<file path="src/hdl/mcvs_pkg.sv">
// Shared constants and types of the minimal-congestion VC selector.
`timescale 1ns / 1ps

package mcvs_pkg;

   // Lane count and derived widths
   localparam int MAX_VCS    = 8;
   localparam int LANE_W     = (MAX_VCS > 1) ? $clog2(MAX_VCS) : 1;
   localparam int TREE_LVLS  = $clog2(MAX_VCS);
   localparam int TREE_N     = 1 << TREE_LVLS;

   // Field widths
   localparam int NUM_CONG   = 8;
   localparam int CONG_W     = 16;
   localparam int PORT_W     = 8;
   localparam int VC_W       = 8;
   localparam int CNT_W      = 4;
   localparam int CSR_IDX_W  = 2;
   localparam int CSR_DATA_W = 8;

   localparam logic [CONG_W-1:0] CONG_MAX = '1;

   // Register indexes
   typedef enum logic [CSR_IDX_W-1:0] {
      CSR_ADAPTIVE_MODE = 2'd0,
      CSR_BASE_VC       = 2'd1,
      CSR_NUM_VCS       = 2'd2,
      CSR_PORT_COUNT    = 2'd3
   } csr_index_type;

   // Per-lane control shared by all lanes
   typedef struct packed {
      logic             adaptive;
      logic [CNT_W-1:0] lane_count;
   } mcvs_ctl_type;

   // One request handed to the emitter
   typedef struct packed {
      logic [PORT_W-1:0]  port;
      logic               err;
      logic [MAX_VCS-1:0] mask;
   } mcvs_load_type;

endpackage

</file>
<file path="src/hdl/mcvs_lane.sv">
// One congestion lane: holds its value, masks inactive lanes, flags selection.
`timescale 1ns / 1ps

module mcvs_lane import mcvs_pkg::*; (
   input  logic              clock,
   input  logic              load,
   input  logic [LANE_W-1:0] lane_idx,
   input  logic [CONG_W-1:0] cong_in,
   input  mcvs_ctl_type      ctl,
   input  logic [CONG_W-1:0] min_cong,
   output logic [CONG_W-1:0] eff_cong,
   output logic              sel
);

   logic [CONG_W-1:0] cong_ff;
   logic [CONG_W-1:0] cong_in_d;
   logic              active;

   assign cong_in_d = load ? cong_in : cong_ff;

   always_ff @(posedge clock) begin
      cong_ff <= cong_in_d;
   end

   assign active   = CNT_W'(lane_idx) < ctl.lane_count;
   // inactive lanes never pull the minimum down
   assign eff_cong = active ? cong_ff : CONG_MAX;
   assign sel      = active && (!ctl.adaptive || (cong_ff == min_cong));

endmodule

</file>
<file path="src/hdl/mcvs_min_tree.sv">
// Binary minimum tree that merges the lane congestion values.
`timescale 1ns / 1ps

module mcvs_min_tree import mcvs_pkg::*; (
   input  logic [CONG_W-1:0] lane_cong [MAX_VCS],
   output logic [CONG_W-1:0] min_cong
);

   logic [CONG_W-1:0] node [2*TREE_N-1];

   for (genvar l = 0; l < TREE_N; l++) begin : g_leaf
      if (l < MAX_VCS) begin : g_used
         assign node[TREE_N-1+l] = lane_cong[l];
      end else begin : g_pad
         assign node[TREE_N-1+l] = CONG_MAX;
      end
   end

   for (genvar k = 0; k < TREE_N - 1; k++) begin : g_node
      assign node[k] = (node[2*k+2] < node[2*k+1]) ? node[2*k+2] : node[2*k+1];
   end

   assign min_cong = node[0];

endmodule

</file>
<file path="src/hdl/mcvs_emitter.sv">
// Serializes the selected lanes of one request into result strobes.
`timescale 1ns / 1ps

module mcvs_emitter import mcvs_pkg::*; (
   input  logic              clock,
   input  logic              reset,
   input  logic              load_valid,
   input  mcvs_load_type     load_data,
   input  logic [VC_W-1:0]   base_vc,
   output logic              can_load,
   output logic              rsp_valid,
   output logic [PORT_W-1:0] rsp_out_port,
   output logic [VC_W-1:0]   rsp_out_vc,
   output logic              rsp_last,
   output logic              rsp_port_error
);

   logic [MAX_VCS-1:0] mask_ff, mask_in;
   logic               err_ff, err_in;
   logic [PORT_W-1:0]  port_ff, port_in;
   logic               rsp_valid_ff, rsp_valid_in;
   logic [PORT_W-1:0]  rsp_port_ff, rsp_port_in;
   logic [VC_W-1:0]    rsp_vc_ff, rsp_vc_in;
   logic               rsp_last_ff, rsp_last_in;
   logic               rsp_err_ff, rsp_err_in;

   logic               pending;
   logic               is_last;
   logic [MAX_VCS-1:0] rest;
   logic [LANE_W-1:0]  pick;

   // lowest selected lane first
   always_comb begin
      pick = '0;
      for (int i = MAX_VCS - 1; i >= 0; i--) begin
         if (mask_ff[i]) begin
            pick = LANE_W'(i);
         end
      end
   end

   assign pending  = (|mask_ff) || err_ff;
   assign rest     = mask_ff & (mask_ff - 1'b1);
   assign is_last  = err_ff || (rest == '0);
   assign can_load = !pending || is_last;

   always_comb begin
      rsp_valid_in = pending;
      rsp_port_in  = port_ff;
      rsp_vc_in    = err_ff ? '0 : base_vc + VC_W'(pick);
      rsp_last_in  = is_last;
      rsp_err_in   = err_ff;
      mask_in      = rest;
      err_in       = 1'b0;
      port_in      = port_ff;
      if (load_valid && can_load) begin
         mask_in = load_data.mask;
         err_in  = load_data.err;
         port_in = load_data.port;
      end
   end

   always_ff @(posedge clock) begin
      if (reset) begin
         mask_ff      <= '0;
         err_ff       <= 1'b0;
         rsp_valid_ff <= 1'b0;
      end else begin
         mask_ff      <= mask_in;
         err_ff       <= err_in;
         rsp_valid_ff <= rsp_valid_in;
      end
      port_ff     <= port_in;
      rsp_port_ff <= rsp_port_in;
      rsp_vc_ff   <= rsp_vc_in;
      rsp_last_ff <= rsp_last_in;
      rsp_err_ff  <= rsp_err_in;
   end

   assign rsp_valid      = rsp_valid_ff;
   assign rsp_out_port   = rsp_port_ff;
   assign rsp_out_vc     = rsp_vc_ff;
   assign rsp_last       = rsp_last_ff;
   assign rsp_port_error = rsp_err_ff;

endmodule

</file>
<file path="src/hdl/min_congestion_vc_select.sv">
// Top level of the minimal-congestion virtual channel selector.
//
//   channel  | ports                                  | handshake
//   ---------+----------------------------------------+---------------------------
//   request  | req_dest_port, req_cong_0..7           | taken when start && !busy
//   result   | rsp_out_port, rsp_out_vc, rsp_last,    | rsp_valid for one cycle,
//            | rsp_port_error                         | always taken
//   csr      | csr_we, csr_index, csr_wdata           | written when csr_we
//
// The emitter sends one result per cycle for each request, which has up to eight
// candidates. The first result passes the input stage register, the emitter's mask
// register and its output register.
// The next request is taken while the emitter still works on the current one; busy
// rises only when the input stage is full and the emitter is not on its last result.
// Reset is synchronous and restores the registers to adaptive_mode 0, base_vc 0,
// num_vcs 8, port_count 16. The receiver cannot stall the result channel.
`timescale 1ns / 1ps

module min_congestion_vc_select import mcvs_pkg::*; (
   input  logic                 clock,
   input  logic                 reset,
   input  logic                 start,
   output logic                 busy,
   input  logic [PORT_W-1:0]    req_dest_port,
   input  logic [CONG_W-1:0]    req_cong_0,
   input  logic [CONG_W-1:0]    req_cong_1,
   input  logic [CONG_W-1:0]    req_cong_2,
   input  logic [CONG_W-1:0]    req_cong_3,
   input  logic [CONG_W-1:0]    req_cong_4,
   input  logic [CONG_W-1:0]    req_cong_5,
   input  logic [CONG_W-1:0]    req_cong_6,
   input  logic [CONG_W-1:0]    req_cong_7,
   output logic                 rsp_valid,
   output logic [PORT_W-1:0]    rsp_out_port,
   output logic [VC_W-1:0]      rsp_out_vc,
   output logic                 rsp_last,
   output logic                 rsp_port_error,
   input  logic                 csr_we,
   input  logic [CSR_IDX_W-1:0] csr_index,
   input  logic [CSR_DATA_W-1:0] csr_wdata
);

   // Configuration registers
   logic               adaptive_ff, adaptive_in;
   logic [VC_W-1:0]    base_vc_ff, base_vc_in;
   logic [CNT_W-1:0]   num_vcs_ff, num_vcs_in;
   logic [PORT_W-1:0]  port_count_ff, port_count_in;

   // Input stage
   logic               a_valid_ff, a_valid_in;
   logic [PORT_W-1:0]  a_port_ff, a_port_in;
   logic               accept;
   logic               can_load;

   logic [CONG_W-1:0]  req_cong [NUM_CONG];
   logic [CONG_W-1:0]  lane_cong [MAX_VCS];
   logic [MAX_VCS-1:0] lane_sel;
   logic [CONG_W-1:0]  min_cong;
   mcvs_ctl_type       ctl;
   mcvs_load_type      load_data;

   // Decode register writes
   always_comb begin
      adaptive_in   = adaptive_ff;
      base_vc_in    = base_vc_ff;
      num_vcs_in    = num_vcs_ff;
      port_count_in = port_count_ff;
      if (csr_we) begin
         unique case (csr_index_type'(csr_index))
            CSR_ADAPTIVE_MODE: adaptive_in   = csr_wdata[0];
            CSR_BASE_VC:       base_vc_in    = csr_wdata[VC_W-1:0];
            CSR_NUM_VCS:       num_vcs_in    = csr_wdata[CNT_W-1:0];
            CSR_PORT_COUNT:    port_count_in = csr_wdata[PORT_W-1:0];
            default:           adaptive_in   = adaptive_ff;
         endcase
      end
   end

   // Take a new request whenever the input stage is empty or moves on this cycle
   assign busy       = a_valid_ff && !can_load;
   assign accept     = start && !busy;
   assign a_valid_in = accept || (a_valid_ff && !can_load);
   assign a_port_in  = accept ? req_dest_port : a_port_ff;

   always_ff @(posedge clock) begin
      if (reset) begin
         adaptive_ff   <= 1'b0;
         base_vc_ff    <= '0;
         num_vcs_ff    <= CNT_W'(8);
         port_count_ff <= PORT_W'(16);
         a_valid_ff    <= 1'b0;
      end else begin
         adaptive_ff   <= adaptive_in;
         base_vc_ff    <= base_vc_in;
         num_vcs_ff    <= num_vcs_in;
         port_count_ff <= port_count_in;
         a_valid_ff    <= a_valid_in;
      end
      a_port_ff <= a_port_in;
   end

   // Clamp lane count to the lanes built
   assign ctl.adaptive   = adaptive_ff;
   assign ctl.lane_count = (num_vcs_ff > CNT_W'(MAX_VCS)) ? CNT_W'(MAX_VCS) : num_vcs_ff;

   assign req_cong[0] = req_cong_0;
   assign req_cong[1] = req_cong_1;
   assign req_cong[2] = req_cong_2;
   assign req_cong[3] = req_cong_3;
   assign req_cong[4] = req_cong_4;
   assign req_cong[5] = req_cong_5;
   assign req_cong[6] = req_cong_6;
   assign req_cong[7] = req_cong_7;

   // One lane per candidate VC
   for (genvar g = 0; g < MAX_VCS; g++) begin : g_lane
      mcvs_lane u_lane (
         .clock    (clock),
         .load     (accept),
         .lane_idx (LANE_W'(g)),
         .cong_in  (req_cong[g]),
         .ctl      (ctl),
         .min_cong (min_cong),
         .eff_cong (lane_cong[g]),
         .sel      (lane_sel[g])
      );
   end

   // Merge lane values into the minimum
   mcvs_min_tree u_min_tree (
      .lane_cong (lane_cong),
      .min_cong  (min_cong)
   );

   // Out-of-range port overrides every lane with a single error result
   assign load_data.port = a_port_ff;
   assign load_data.err  = a_port_ff >= port_count_ff;
   assign load_data.mask = load_data.err ? '0 : lane_sel;

   mcvs_emitter u_emitter (
      .clock          (clock),
      .reset          (reset),
      .load_valid     (a_valid_ff),
      .load_data      (load_data),
      .base_vc        (base_vc_ff),
      .can_load       (can_load),
      .rsp_valid      (rsp_valid),
      .rsp_out_port   (rsp_out_port),
      .rsp_out_vc     (rsp_out_vc),
      .rsp_last       (rsp_last),
      .rsp_port_error (rsp_port_error)
   );

endmodule

</file>
<file path="config.mk">
export PLATFORM = sky130hd
export DESIGN_NAME = min_congestion_vc_select
export DESIGN_NICKNAME = d
export VERILOG_FILES = /design/src/hdl/mcvs_pkg.sv /design/src/hdl/mcvs_lane.sv /design/src/hdl/mcvs_min_tree.sv /design/src/hdl/mcvs_emitter.sv /design/src/hdl/min_congestion_vc_select.sv
export SDC_FILE = /design/constraint.sdc
export NUM_CORES = 1
export LEC_CHECK = 0
export ABC_AREA = 1
export BUFFER_PORTS_ARGS = -buffer_cell sky130_fd_sc_hd__buf_2
export CELL_PAD_IN_SITES_DETAIL_PLACEMENT = 0
export CELL_PAD_IN_SITES_GLOBAL_PLACEMENT = 1
export CORE_AREA = 2 2 176 178
export CTS_CLUSTER_SIZE = 20
export DETAILED_ROUTE_END_ITERATION = 8
export DIE_AREA = 0 0 178 180
export GPL_TIMING_DRIVEN = 0
export PLACE_DENSITY_LB_ADDON = 0.25
export SYNTH_ARGS = -nofsm -noshare
export SYNTH_HDL_FRONTEND = slang
export SYNTH_SLANG_ARGS = --single-unit
</file>
<file path="constraint.sdc">
create_clock -name clock -period 17.5 [get_ports clock]
set_clock_uncertainty 0.1 [all_clocks]
set_input_delay 3.5 -clock clock [delete_from_list [all_inputs] [get_ports clock]]
set_output_delay 3.5 -clock clock [all_outputs]
set_load 0.05 [all_outputs]
</file>
==> results.cfg, run 1 <==
[power]
p_leak_nw = 7.66
power_w = 0.00252
cellPowerDensity_nw_per_um2 = 165
ir_drop_v = 0.000111

[finish]
layout_commonest_cell = nand2_1
regArea_um2 = 5330
most-common-layout-cells = 595 x nand2_1, 207 x inv_1, 204 x nor2_1, 172 x buf_2, 144 x edfxtp_1
drive_gt1_share_pct = 13.0
nets = 2268
fillers = 2992
n_antenna_cell = 0
area_growth_pct = 14.7
multi_input_area_um2 = 7000

[critical_path]
crit_top_cell = nand2_1
r2r-start = num_vcs_ff[3]$_SDFFE_PP1P_
cp.arrival_ns = 10.53
r2r_end = u_emitter.mask_ff[6]$_SDFF_PP0_
end_kind = register
critPathLaunch = num_vcs_ff[3]$_SDFFE_PP1P_
critPathMaxFanout = 10
startpoint_type = register
critPathMaxStageDelay_ns = 0.91
r2r_slack_ns = 7.27
path_class = reg -> reg
worstPathRequired_ns = 17.80
critPathCapture = u_emitter.mask_ff[6]$_SDFF_PP0_
r2r_cells = 41
slowest_stage = a2111oi_0

[drt]
vias_per_cell = 5.16
final_antenna_net_count = 0
drt-initial-drc-count = 1103
vias = 12400
wl_mm = 41.8
post-route-drc-count = 0
routedWlPerCell_um = 17.3
drt_pass1_iterations = 6

[timing]
max_freq_ghz = 0.0978
tns_ns = 0
fin_crit_sh_pct = 58.5
drv_slew = 0
finalSetupViolations = 0
setup_ws_ns = 7.27
hold_violations = 0
tightest_slew_ns = 1.14
relSlewSlack_pct = 21.8
period_needed_ns = 10.23
rsz0062_at_grt = false

[global_route]
grt_overflow = 0
grt_use_total_pct = 26.3
grt_pass1_wl_mm = 63.3
antenna_found_initial = 0
grt_max_degree = 77
grt_pass1_vias = 11500

[synth]
yosysSeqAreaShare_pct = 39.9
ys_async_sr_fraction_pct = 0
synth_flop_cell = edfxtp_1
synth-edff-count = 144
synth_area_per_cell_um2 = 7.35
yosysWarnings = 0
synthCells = 1815
yosysUniqueCellTypes = 41
yosys_register_bits = 194
netlist_area_um2 = 13300
syn-num-nets = 2079

[floorplan]
fp.dieW_um = 178
dieArea_um2 = 32000
die_h_um = 180
io_pins = 170
rows = 64
initial_core_util_pct = 44.2
core_area_um2 = 30200

[place]
io_buffers = 169
gp_congestion = 0.976
dp_hpwl_mm = 33.5
place_ws_ns = 7.50

[clock_tree]
clockBufferDepth = 2
root_buffer = clkbuf_16
cts_num_sinks = 194
cts_hold_buf = 0
cts_tree = yes
clk_pin_slew_ns = 0.08
htreeDepth = 4
clk_latency_ns = 0.46
cts_resized = 0
numCtsBuffers = 17
cts_setup_buffers = 0

[worst_hold_path]
hp-class = reg -> reg

[run_status]
outcome = completed

[run]
cap_violations = 0
-- critical path, delay by kind of cell (launching register included) --
kind | cells | cell delay, ns
buf+inv | 10 | 3.35
simple gates | 20 | 3.13
compound gates | 8 | 2.24
fa+ha+maj | 3 | 1.01
flops | 1 | 0.30
-- cells in the mapped netlist (4+ instances only) --
master	count	share of area [%]
a211oi_1	8	0.45
a21oi_1	72	2.7
a21oi_2	6	0.39
clkbuf_1	28	0.79
clkinv_1	4	0.11
dfxtp_1	50	7.5
edfxtp_1	144	32
ha_1	113	11
inv_1	208	5.9
nand2_1	595	17
nand2_2	29	1.4
nand3_1	138	5.2
nand3_2	4	0.30
nand3b_1	15	0.84
nand4_1	10	0.47
nor2_1	204	5.7
nor3_1	11	0.41
o21a_1	4	0.23
o21ai_0	125	4.7
xnor2_1	5	0.33
xor2_1	6	0.39
-- through the flow --
| step | instances | hold WS (ns) | cell area [um2] | util, % |
|---|---|---|---|---|
| 2_1_floorplan | 1815 | 0.223 | 13300 | - |
| 3_3_place_gp | 2380 | 0.224 | 14700 | 48.6 |
| 3_5_place_dp | 2381 | 0.227 | 14700 | 48.7 |
| 4_1_cts | 2413 | 0.244 | 15300 | 50.7 |
| 5_1_grt | 2413 | 0.251 | 15300 | 50.7 |
| 6_report | 2413 | 0.244 | 15300 | 50.7 |
-- worst min-delay path by stage --
stage	startpoint	end	slack [ns]	cells after the start
detailed placement	u_emitter.port_ff[0]$_DFFE_PP_	u_emitter.rsp_out_port[0]$_DFF_P_	0.23	0
floorplan	u_emitter.port_ff[0]$_DFFE_PP_	u_emitter.rsp_out_port[0]$_DFF_P_	0.22	0
global placement	u_emitter.port_ff[4]$_DFFE_PP_	u_emitter.rsp_out_port[4]$_DFF_P_	0.22	0
CTS	u_emitter.port_ff[0]$_DFFE_PP_	u_emitter.rsp_out_port[0]$_DFF_P_	0.24	0
finish	u_emitter.port_ff[1]$_DFFE_PP_	u_emitter.rsp_out_port[1]$_DFF_P_	0.24	0
global route	u_emitter.port_ff[5]$_DFFE_PP_	u_emitter.rsp_out_port[5]$_DFF_P_	0.25	0
-- cell families (layout without fill, tap and decap cells) --
group / count (synthesis) / count (layout) / share of synthesized area [%]
AO/OA/AOI/OAI: 225 / 225 / 9.04
AND/OR/NAND/NOR: 1016 / 1016 / 31.8
adder cells (fa/ha/maj): 114 / 114 / 10.7
buffers and inverters: 254 / 456 / 7.62
flip-flops: 194 / 194 / 39.9
XOR/XNOR: 12 / 12 / 0.844
-- cell type report --
type                    instances  area share [%]
flip-flops and latches        194            34.8
well taps                     396            3.24
plain buffers                  39            1.37
repair buffers                170            5.71
multi-input cells            1367            45.7
clock inverters                14           0.916
inverters                     215            5.31
clock buffers                  18            2.94
-- metal layers --
layer / global-route usage (%) / vias to the layer above / routed length [um]
met1: 37.6 / 5649 / 19200
met2: 39.8 / 423 / 18100
met4: 9.84 / 0 / 1300
met5: 0 / - / 0
met3: 4.46 / 54 / 3190
li1: - / 6315 / -
-- sequential cells by signal (all words and copies together) (netlist names), 8 cells and up --
register and cells:
u_emitter.rsp_out_port 8, g_lane.u_lane.cong_ff 128, u_emitter.mask_ff 8, u_emitter.port_ff 8, port_count_ff 8, a_port_ff 8, base_vc_ff 8, u_emitter.rsp_out_vc 8
-- power breakdown --
| group | internal, W | switching (W) |
|---|---|---|
| clock network | 0.000198 | 0.000194 |
| logic | 0.000463 | 0.00112 |
| registers | 0.000525 | 0.0000185 |
| total | 0.00119 | 0.00134 |
No activity file was read; power rests on OpenSTA's default activity.
==> inputs of run 2 (changes only) <==
--- a/config.mk
+++ b/config.mk
@@ -9,10 +9,10 @@
 export BUFFER_PORTS_ARGS = -buffer_cell sky130_fd_sc_hd__buf_2
 export CELL_PAD_IN_SITES_DETAIL_PLACEMENT = 0
 export CELL_PAD_IN_SITES_GLOBAL_PLACEMENT = 1
-export CORE_AREA = 2 2 176 178
+export CORE_AREA = 2 2 180 182
 export CTS_CLUSTER_SIZE = 20
 export DETAILED_ROUTE_END_ITERATION = 8
-export DIE_AREA = 0 0 178 180
+export DIE_AREA = 0 0 182 184
 export GPL_TIMING_DRIVEN = 0
 export PLACE_DENSITY_LB_ADDON = 0.25
 export SYNTH_ARGS = -nofsm -noshare
==> constraint.sdc (replaced) <==
create_clock -name clock -period 10.05 [get_ports clock]
set_clock_uncertainty 0.1 [all_clocks]
set_input_delay 2.01 -clock clock [delete_from_list [all_inputs] [get_ports clock]]
set_output_delay 2.01 -clock clock [all_outputs]
set_load 0.05 [all_outputs]
==> run 2 against run 1 <==
  * Critical path depth rose by 5
  * Combinational power is 76% higher
  * Clock-buffer cell count is 2 higher
  * Die area rose by 4.5%
  * Non-clock buffer count fell by 1
  * Clock power up 82%
  * Sequential share of layout area decreased by 0.13 points
  * Register-to-register slack worse by 6.4 ns
  * Hold slack improved by 0.0021 ns
  * Global-route usage fell by 1.0 points
  * Flip-flop and latch count did not move
  * Critical endpoint unchanged
==> results.cfg, run 2 (synthesis gave the netlist of run 1 again) <==
[finish]
drive_gt1_share_pct = 13.3
largest_reg_flops = 128
layout_commonest_cell = nand2_1
regArea_um2 = 5330
fillers = 3144
area_growth_pct = 15.2
multi_input_area_um2 = 7020
most-common-layout-cells = 595 x nand2_1, 207 x inv_1, 204 x nor2_1, 172 x buf_2, 144 x edfxtp_1
top_register = g_lane.u_lane.cong_ff
nets = 2267

[global_route]
grt_use_total_pct = 25.3
grt_pass1_vias = 11300
antenna_found_initial = 1
grt_pass1_wl_mm = 63.5
grt_overflow = 0
grt_max_degree = 74

[critical_path]
critPathCapture = u_emitter.mask_ff[6]$_SDFF_PP0_
cp.arrival_ns = 9.42
r2r-start = num_vcs_ff[3]$_SDFFE_PP1P_
end_kind = register
r2r_end = u_emitter.mask_ff[6]$_SDFF_PP0_
startpoint_type = register
path_class = reg -> reg
critPathMaxFanout = 10
crit_top_cell = nand2_1
critPathMaxStageDelay_ns = 0.49
critPathLaunch = num_vcs_ff[3]$_SDFFE_PP1P_
worstPathRequired_ns = 10.28
slowest_stage = a2111oi_2
r2r_cells = 46
r2r_slack_ns = 0.86

[timing]
period_needed_ns = 9.19
finalSetupViolations = 0
fin_crit_sh_pct = 91.5
tns_ns = 0
rsz0062_at_grt = false
relSlewSlack_pct = 26.6
drv_slew = 0
tightest_slew_ns = 1.10
max_freq_ghz = 0.109
hold_violations = 0

[drt]
routedWlPerCell_um = 17.4
vias_per_cell = 5.09
drt_pass1_iterations = 6
post-route-drc-count = 0
wl_mm = 42.1
vias = 12300
drt-initial-drc-count = 1060
final_antenna_net_count = 0

[clock_tree]
cts_tree = yes
clk_pin_slew_ns = 0.08
cts_num_sinks = 194
clockBufferDepth = 2
htreeDepth = 4
clk_latency_ns = 0.47
numCtsBuffers = 17
root_buffer = clkbuf_16
cts_hold_buf = 0

[worst_hold_path]
hp-class = reg -> reg
min_from = u_emitter.port_ff[6]$_DFFE_PP_

[run]
cap_violations = 0

[floorplan]
io_pins = 170
dieArea_um2 = 33500
core_area_um2 = 31400
rows = 65
fp.dieW_um = 182
initial_core_util_pct = 42.5
die_h_um = 184

[place]
gp_congestion = 0.947
io_buffers = 169
dp_hpwl_mm = 33.6

[power]
p_leak_nw = 7.68
power_w = 0.00445
cellPowerDensity_nw_per_um2 = 290
ir_drop_v = 0.000211

[run_status]
outcome = completed
[run 2: changes by cell type in the layout (fill, tap and decap cells not counted)]
cell and delta:
clkinv_2 -2, clkinv_8 +1, clkinv_1 -1, clkbuf_1 -1
nand3_2 +3, a2111oi_2 +1, inv_8 -1, bufinv_16 +1
clkbuf_2 +2, a2111oi_0 -1, nand3_1 -3, diode_2 +1
[run 2: worst min path at each step]
stage	endpoint	slack, ns	cells after the start
after floorplan	u_emitter.rsp_out_port[0]$_DFF_P_	0.22	0
after global placement	u_emitter.rsp_out_port[6]$_DFF_P_	0.23	0
after detailed placement	u_emitter.rsp_out_port[0]$_DFF_P_	0.23	0
after CTS	u_emitter.rsp_out_port[0]$_DFF_P_	0.25	0
after global routing	u_emitter.rsp_out_port[0]$_DFF_P_	0.25	0
final	u_emitter.rsp_out_port[6]$_DFF_P_	0.25	0
[run 2: where the power goes]
group          switching, W  internal [W]
Combinational       0.00198      0.000813
Sequential        0.0000317      0.000914
Clock              0.000340      0.000372
[run 2: layout make-up]
type,instances,area share [%]
diodes,1,0.0163
plain buffers,38,1.35
repair buffers,170,5.68
well taps,402,3.27
inverters,215,5.29
flip-flops and latches,194,34.7
clock inverters,12,1.05
clock buffers,20,2.98
multi-input cells,1367,45.7
[run 2: worst max-delay path: cells and delay by family (launching register included)]
kind	cells	cell delay, ns
buf+inv	13	3.17
simple gates	22	2.74
compound gates	8	1.70
fa+ha+maj	3	0.97
flops	1	0.32
[run 2: metrics by stage]
stage               utilization (%)  cells  worst slack, ns  area (um2)  hold slack [ns]
floorplan                         -   1815             3.30       13300            0.223
global placement               46.8   2386           0.0135       14700            0.226
detailed placement             46.9   2387           0.0396       14700            0.227
CTS                            48.9   2419            0.252       15300            0.245
global route                   48.9   2419            0.140       15400            0.253
finish                         48.9   2419            0.859       15400            0.246
[run 2: per-layer routing]
metal,share of wire [%],GRT usage [%]
met2,44,39.4
met1,47,36.0
met3,6.3,3.88
met5,0,0
met4,2.7,8.35
[run 2: timing repair]
action | 4_1_cts | 5_1_grt
buffers inserted | 0 | 0
resized for setup | 1 | 8
setup endpoints to repair | 2 | 8
==> inputs of run 3 (changes only) <==
--- a/config.mk
+++ b/config.mk
@@ -5,14 +5,13 @@
 export SDC_FILE = /design/constraint.sdc
 export NUM_CORES = 1
 export LEC_CHECK = 0
-export ABC_AREA = 1
 export BUFFER_PORTS_ARGS = -buffer_cell sky130_fd_sc_hd__buf_2
 export CELL_PAD_IN_SITES_DETAIL_PLACEMENT = 0
 export CELL_PAD_IN_SITES_GLOBAL_PLACEMENT = 1
-export CORE_AREA = 2 2 180 182
+export CORE_AREA = 2 2 170 172
 export CTS_CLUSTER_SIZE = 20
 export DETAILED_ROUTE_END_ITERATION = 8
-export DIE_AREA = 0 0 182 184
+export DIE_AREA = 0 0 172 174
 export GPL_TIMING_DRIVEN = 0
 export PLACE_DENSITY_LB_ADDON = 0.25
 export SYNTH_ARGS = -nofsm -noshare
==> run 3 against run 2 <==
  * Routed wire length fell by 13%
  * Critical path depth fell by 2
  * Combinational power fell by 33%
  * Hold slack got worse by 0.0035 ns
  * Sequential power fell by 0.7%
  * Critical endpoint is now u_emitter.mask_ff[1]$_SDFF_PP0_
  * Largest power group unchanged
==> results.cfg, run 3 <==
[power]
ir_drop_v = 0.000176
swShare_pct = 40.9
p_leak_nw = 6.66
cellPowerDensity_nw_per_um2 = 233
pwr-share-seq_pct = 26.8
p_clk_share_pct = 19.7
power.switching_w = 0.00143
intPower_w = 0.00207
p_comb_share_pct = 53.5

[critical_path]
cp.arrival_ns = 9.87
end_kind = register
r2r_end = u_emitter.mask_ff[1]$_SDFF_PP0_
path_class = reg -> reg
crit_family = compound AO/OA/AOI/OAI gates
cp_num_buf_inv = 12
worstPathRequired_ns = 10.31
critPathMaxStageDelay_ns = 0.41
r2r_cells = 44
critPathLaunch = num_vcs_ff[1]$_SDFFE_PP0P_
r2r_slack_ns = 0.44
r2r-start = num_vcs_ff[1]$_SDFFE_PP0P_
critPathMaxFanout = 10
slowest_stage = nor4_1
startpoint_type = register

[synth]
ys_top_cells_by_count = 176 x nor2_1, 144 x edfxtp_1, 115 x xor2_1, 113 x ha_1, 91 x a21oi_1
synth_flop_cell = edfxtp_1
yosysTopAreaCell = edfxtp_1
synth_area_per_cell_um2 = 9.98
yosys_register_bits = 194
synth.most_common_cell = nor2_1
yosysWarnings = 0
synth-edff-count = 144
ys_top_cells_by_area = edfxtp_1 35%, ha_1 11%, xor2_1 8.1%
yosysUniqueCellTypes = 61
netlist_area_um2 = 12400
synth_top_area_share_pct = 34.8
ys_async_sr_fraction_pct = 0
syn-num-nets = 1509
yosysSeqAreaShare_pct = 42.9
synthCells = 1245

[finish]
fillers = 2618
multi_input_area_um2 = 6870
nets = 1738
stdcell_count = 1871
n_antenna_cell = 0
regArea_um2 = 5330
largest_reg_flops = 128
drive_gt1_share_pct = 22.3
most-common-layout-cells = 175 x buf_2, 174 x nor2_1, 144 x edfxtp_1, 115 x xor2_1, 113 x ha_1
top_register = g_lane.u_lane.cong_ff
layout_commonest_cell = buf_2
area_growth_pct = 21.2

[floorplan]
initial_core_util_pct = 44.0
io_pins = 170
die_h_um = 174
core_area_um2 = 28200
rows = 62
dieArea_um2 = 29900
fp.dieW_um = 172

[drt]
post-route-drc-count = 0
vias_per_cell = 5.31
wl_mm = 36.6
routedWlPerCell_um = 19.5
vias = 9941
drt-initial-drc-count = 727
drt_pass1_iterations = 5
final_antenna_net_count = 0

[run_status]
outcome = completed

[global_route]
grt_pass1_wl_mm = 54.8
antenna_found_initial = 0
grt_use_total_pct = 24.9
met2_usage_pct = 39.8
met3_usage_pct = 4.05
gr-max-usage-layer = met2
grt_pass1_vias = 9719
grt_overflow = 0
grt_max_degree = 39
met1_usage_pct = 33.3

[place]
io_buffers = 169
gp_congestion = 0.912
place_ws_ns = -1.58
dp_hpwl_mm = 28.1
dp.cells = 1806

[clock_tree]
htreeDepth = 4
clockBufferDepth = 2
cts_tree = yes
numCtsBuffers = 17
root_buffer = clkbuf_16
clk_latency_ns = 0.46
cts_num_sinks = 194
clk_pin_slew_ns = 0.08

[timing]
finalSetupViolations = 0
tns_ns = 0
tightest_slew_ns = 0.877
hold_violations = 0
setup_ws_ns = 0.439
drv_slew = 0
relSlewSlack_pct = 41.5
period_needed_ns = 9.61
fin_crit_sh_pct = 95.6
max_freq_ghz = 0.104

[worst_hold_path]
hold_end = u_emitter.rsp_out_port[1]$_DFF_P_
min_from = u_emitter.port_ff[1]$_DFFE_PP_
hp-class = reg -> reg
whs_path_depth = 0

[run]
cap_violations = 0
## run 3: cell count changes after synthesis, sizes merged, moves of 17 or more
cell	previous run	this run
a21o	0	32
o21a	4	22
nand2b	0	32
o21ai	125	23
nand2	627	59
xor2	7	115
nor2	206	177
nand3	142	11
nor4	2	33
or2	1	18
mux2i	0	60
inv	211	83
## run 3: metal layers
metal,vias to the layer above,wire length (um)
li1,4895,-
met1,4619,16300
met2,364,16800
met3,63,2180
met4,0,1300
met5,-,0
## run 3: power groups by stage
stage / Sequential [W] / Clock (W) / Combinational (W)
floorplan: 0.000966 / 0 / 0.00102
global placement: 0.000964 / 0 / 0.00149
detailed placement: 0.000956 / 0 / 0.00155
CTS: 0.000939 / 0.000711 / 0.00184
global route: 0.000942 / 0.000737 / 0.00200
finish: 0.000938 / 0.000690 / 0.00188
## run 3: repair_timing
action                                  in CTS  in global routing
hold buffers                                 0                  0
endpoints found under the setup margin       8                  8
pin swaps                                    0                  0
setup buffers                               30                  3
resized for setup                           36                 42
## run 3: per-stage QoR
| step | hold WS (ns) | utilization, % | power [W] | cell area, um2 |
|---|---|---|---|---|
| after floorplan | 0.223 | - | 0.00198 | 12400 |
| after global placement | 0.224 | 48.7 | 0.00245 | 13700 |
| after global routing | 0.246 | 53.3 | 0.00368 | 15100 |
| after CTS | 0.244 | 53.0 | 0.00349 | 15000 |
| after detailed placement | 0.228 | 49.2 | 0.00250 | 13900 |
| final | 0.242 | 53.3 | 0.00350 | 15100 |
## run 3: final cells by class
class / instances / share of cell area (%)
multi-input cells: 928 / 45.6
clock inverters: 12 / 0.690
clock buffers: 20 / 3.25
well taps: 384 / 3.19
inverters: 83 / 2.07
flip-flops and latches: 194 / 35.4
repair buffers: 210 / 8.34
plain buffers: 40 / 1.45
## run 3: kinds of logic (layout without fill, tap and decap cells)
family / after synthesis / in the layout / share of synthesized area (%)
AO/OA/AOI/OAI: 221 / 221 / 11.5
XOR/XNOR: 133 / 133 / 9.38
adder cells (fa/ha/maj): 114 / 114 / 11.5
buffers and inverters: 123 / 365 / 3.96
flip-flops: 194 / 194 / 42.9
multiplexers: 66 / 66 / 5.78
AND/OR/NAND/NOR: 394 / 394 / 15.0
## run 3: worst max-delay path by stage
stage	cells past startpoint	endpoint
CTS	41	u_emitter.mask_ff[0]$_SDFF_PP0_
floorplan	41	u_emitter.mask_ff[6]$_SDFF_PP0_
finish	44	u_emitter.mask_ff[1]$_SDFF_PP0_
detailed placement	42	u_emitter.mask_ff[0]$_SDFF_PP0_
global placement	41	u_emitter.mask_ff[0]$_SDFF_PP0_
global route	43	u_emitter.mask_ff[6]$_SDFF_PP0_
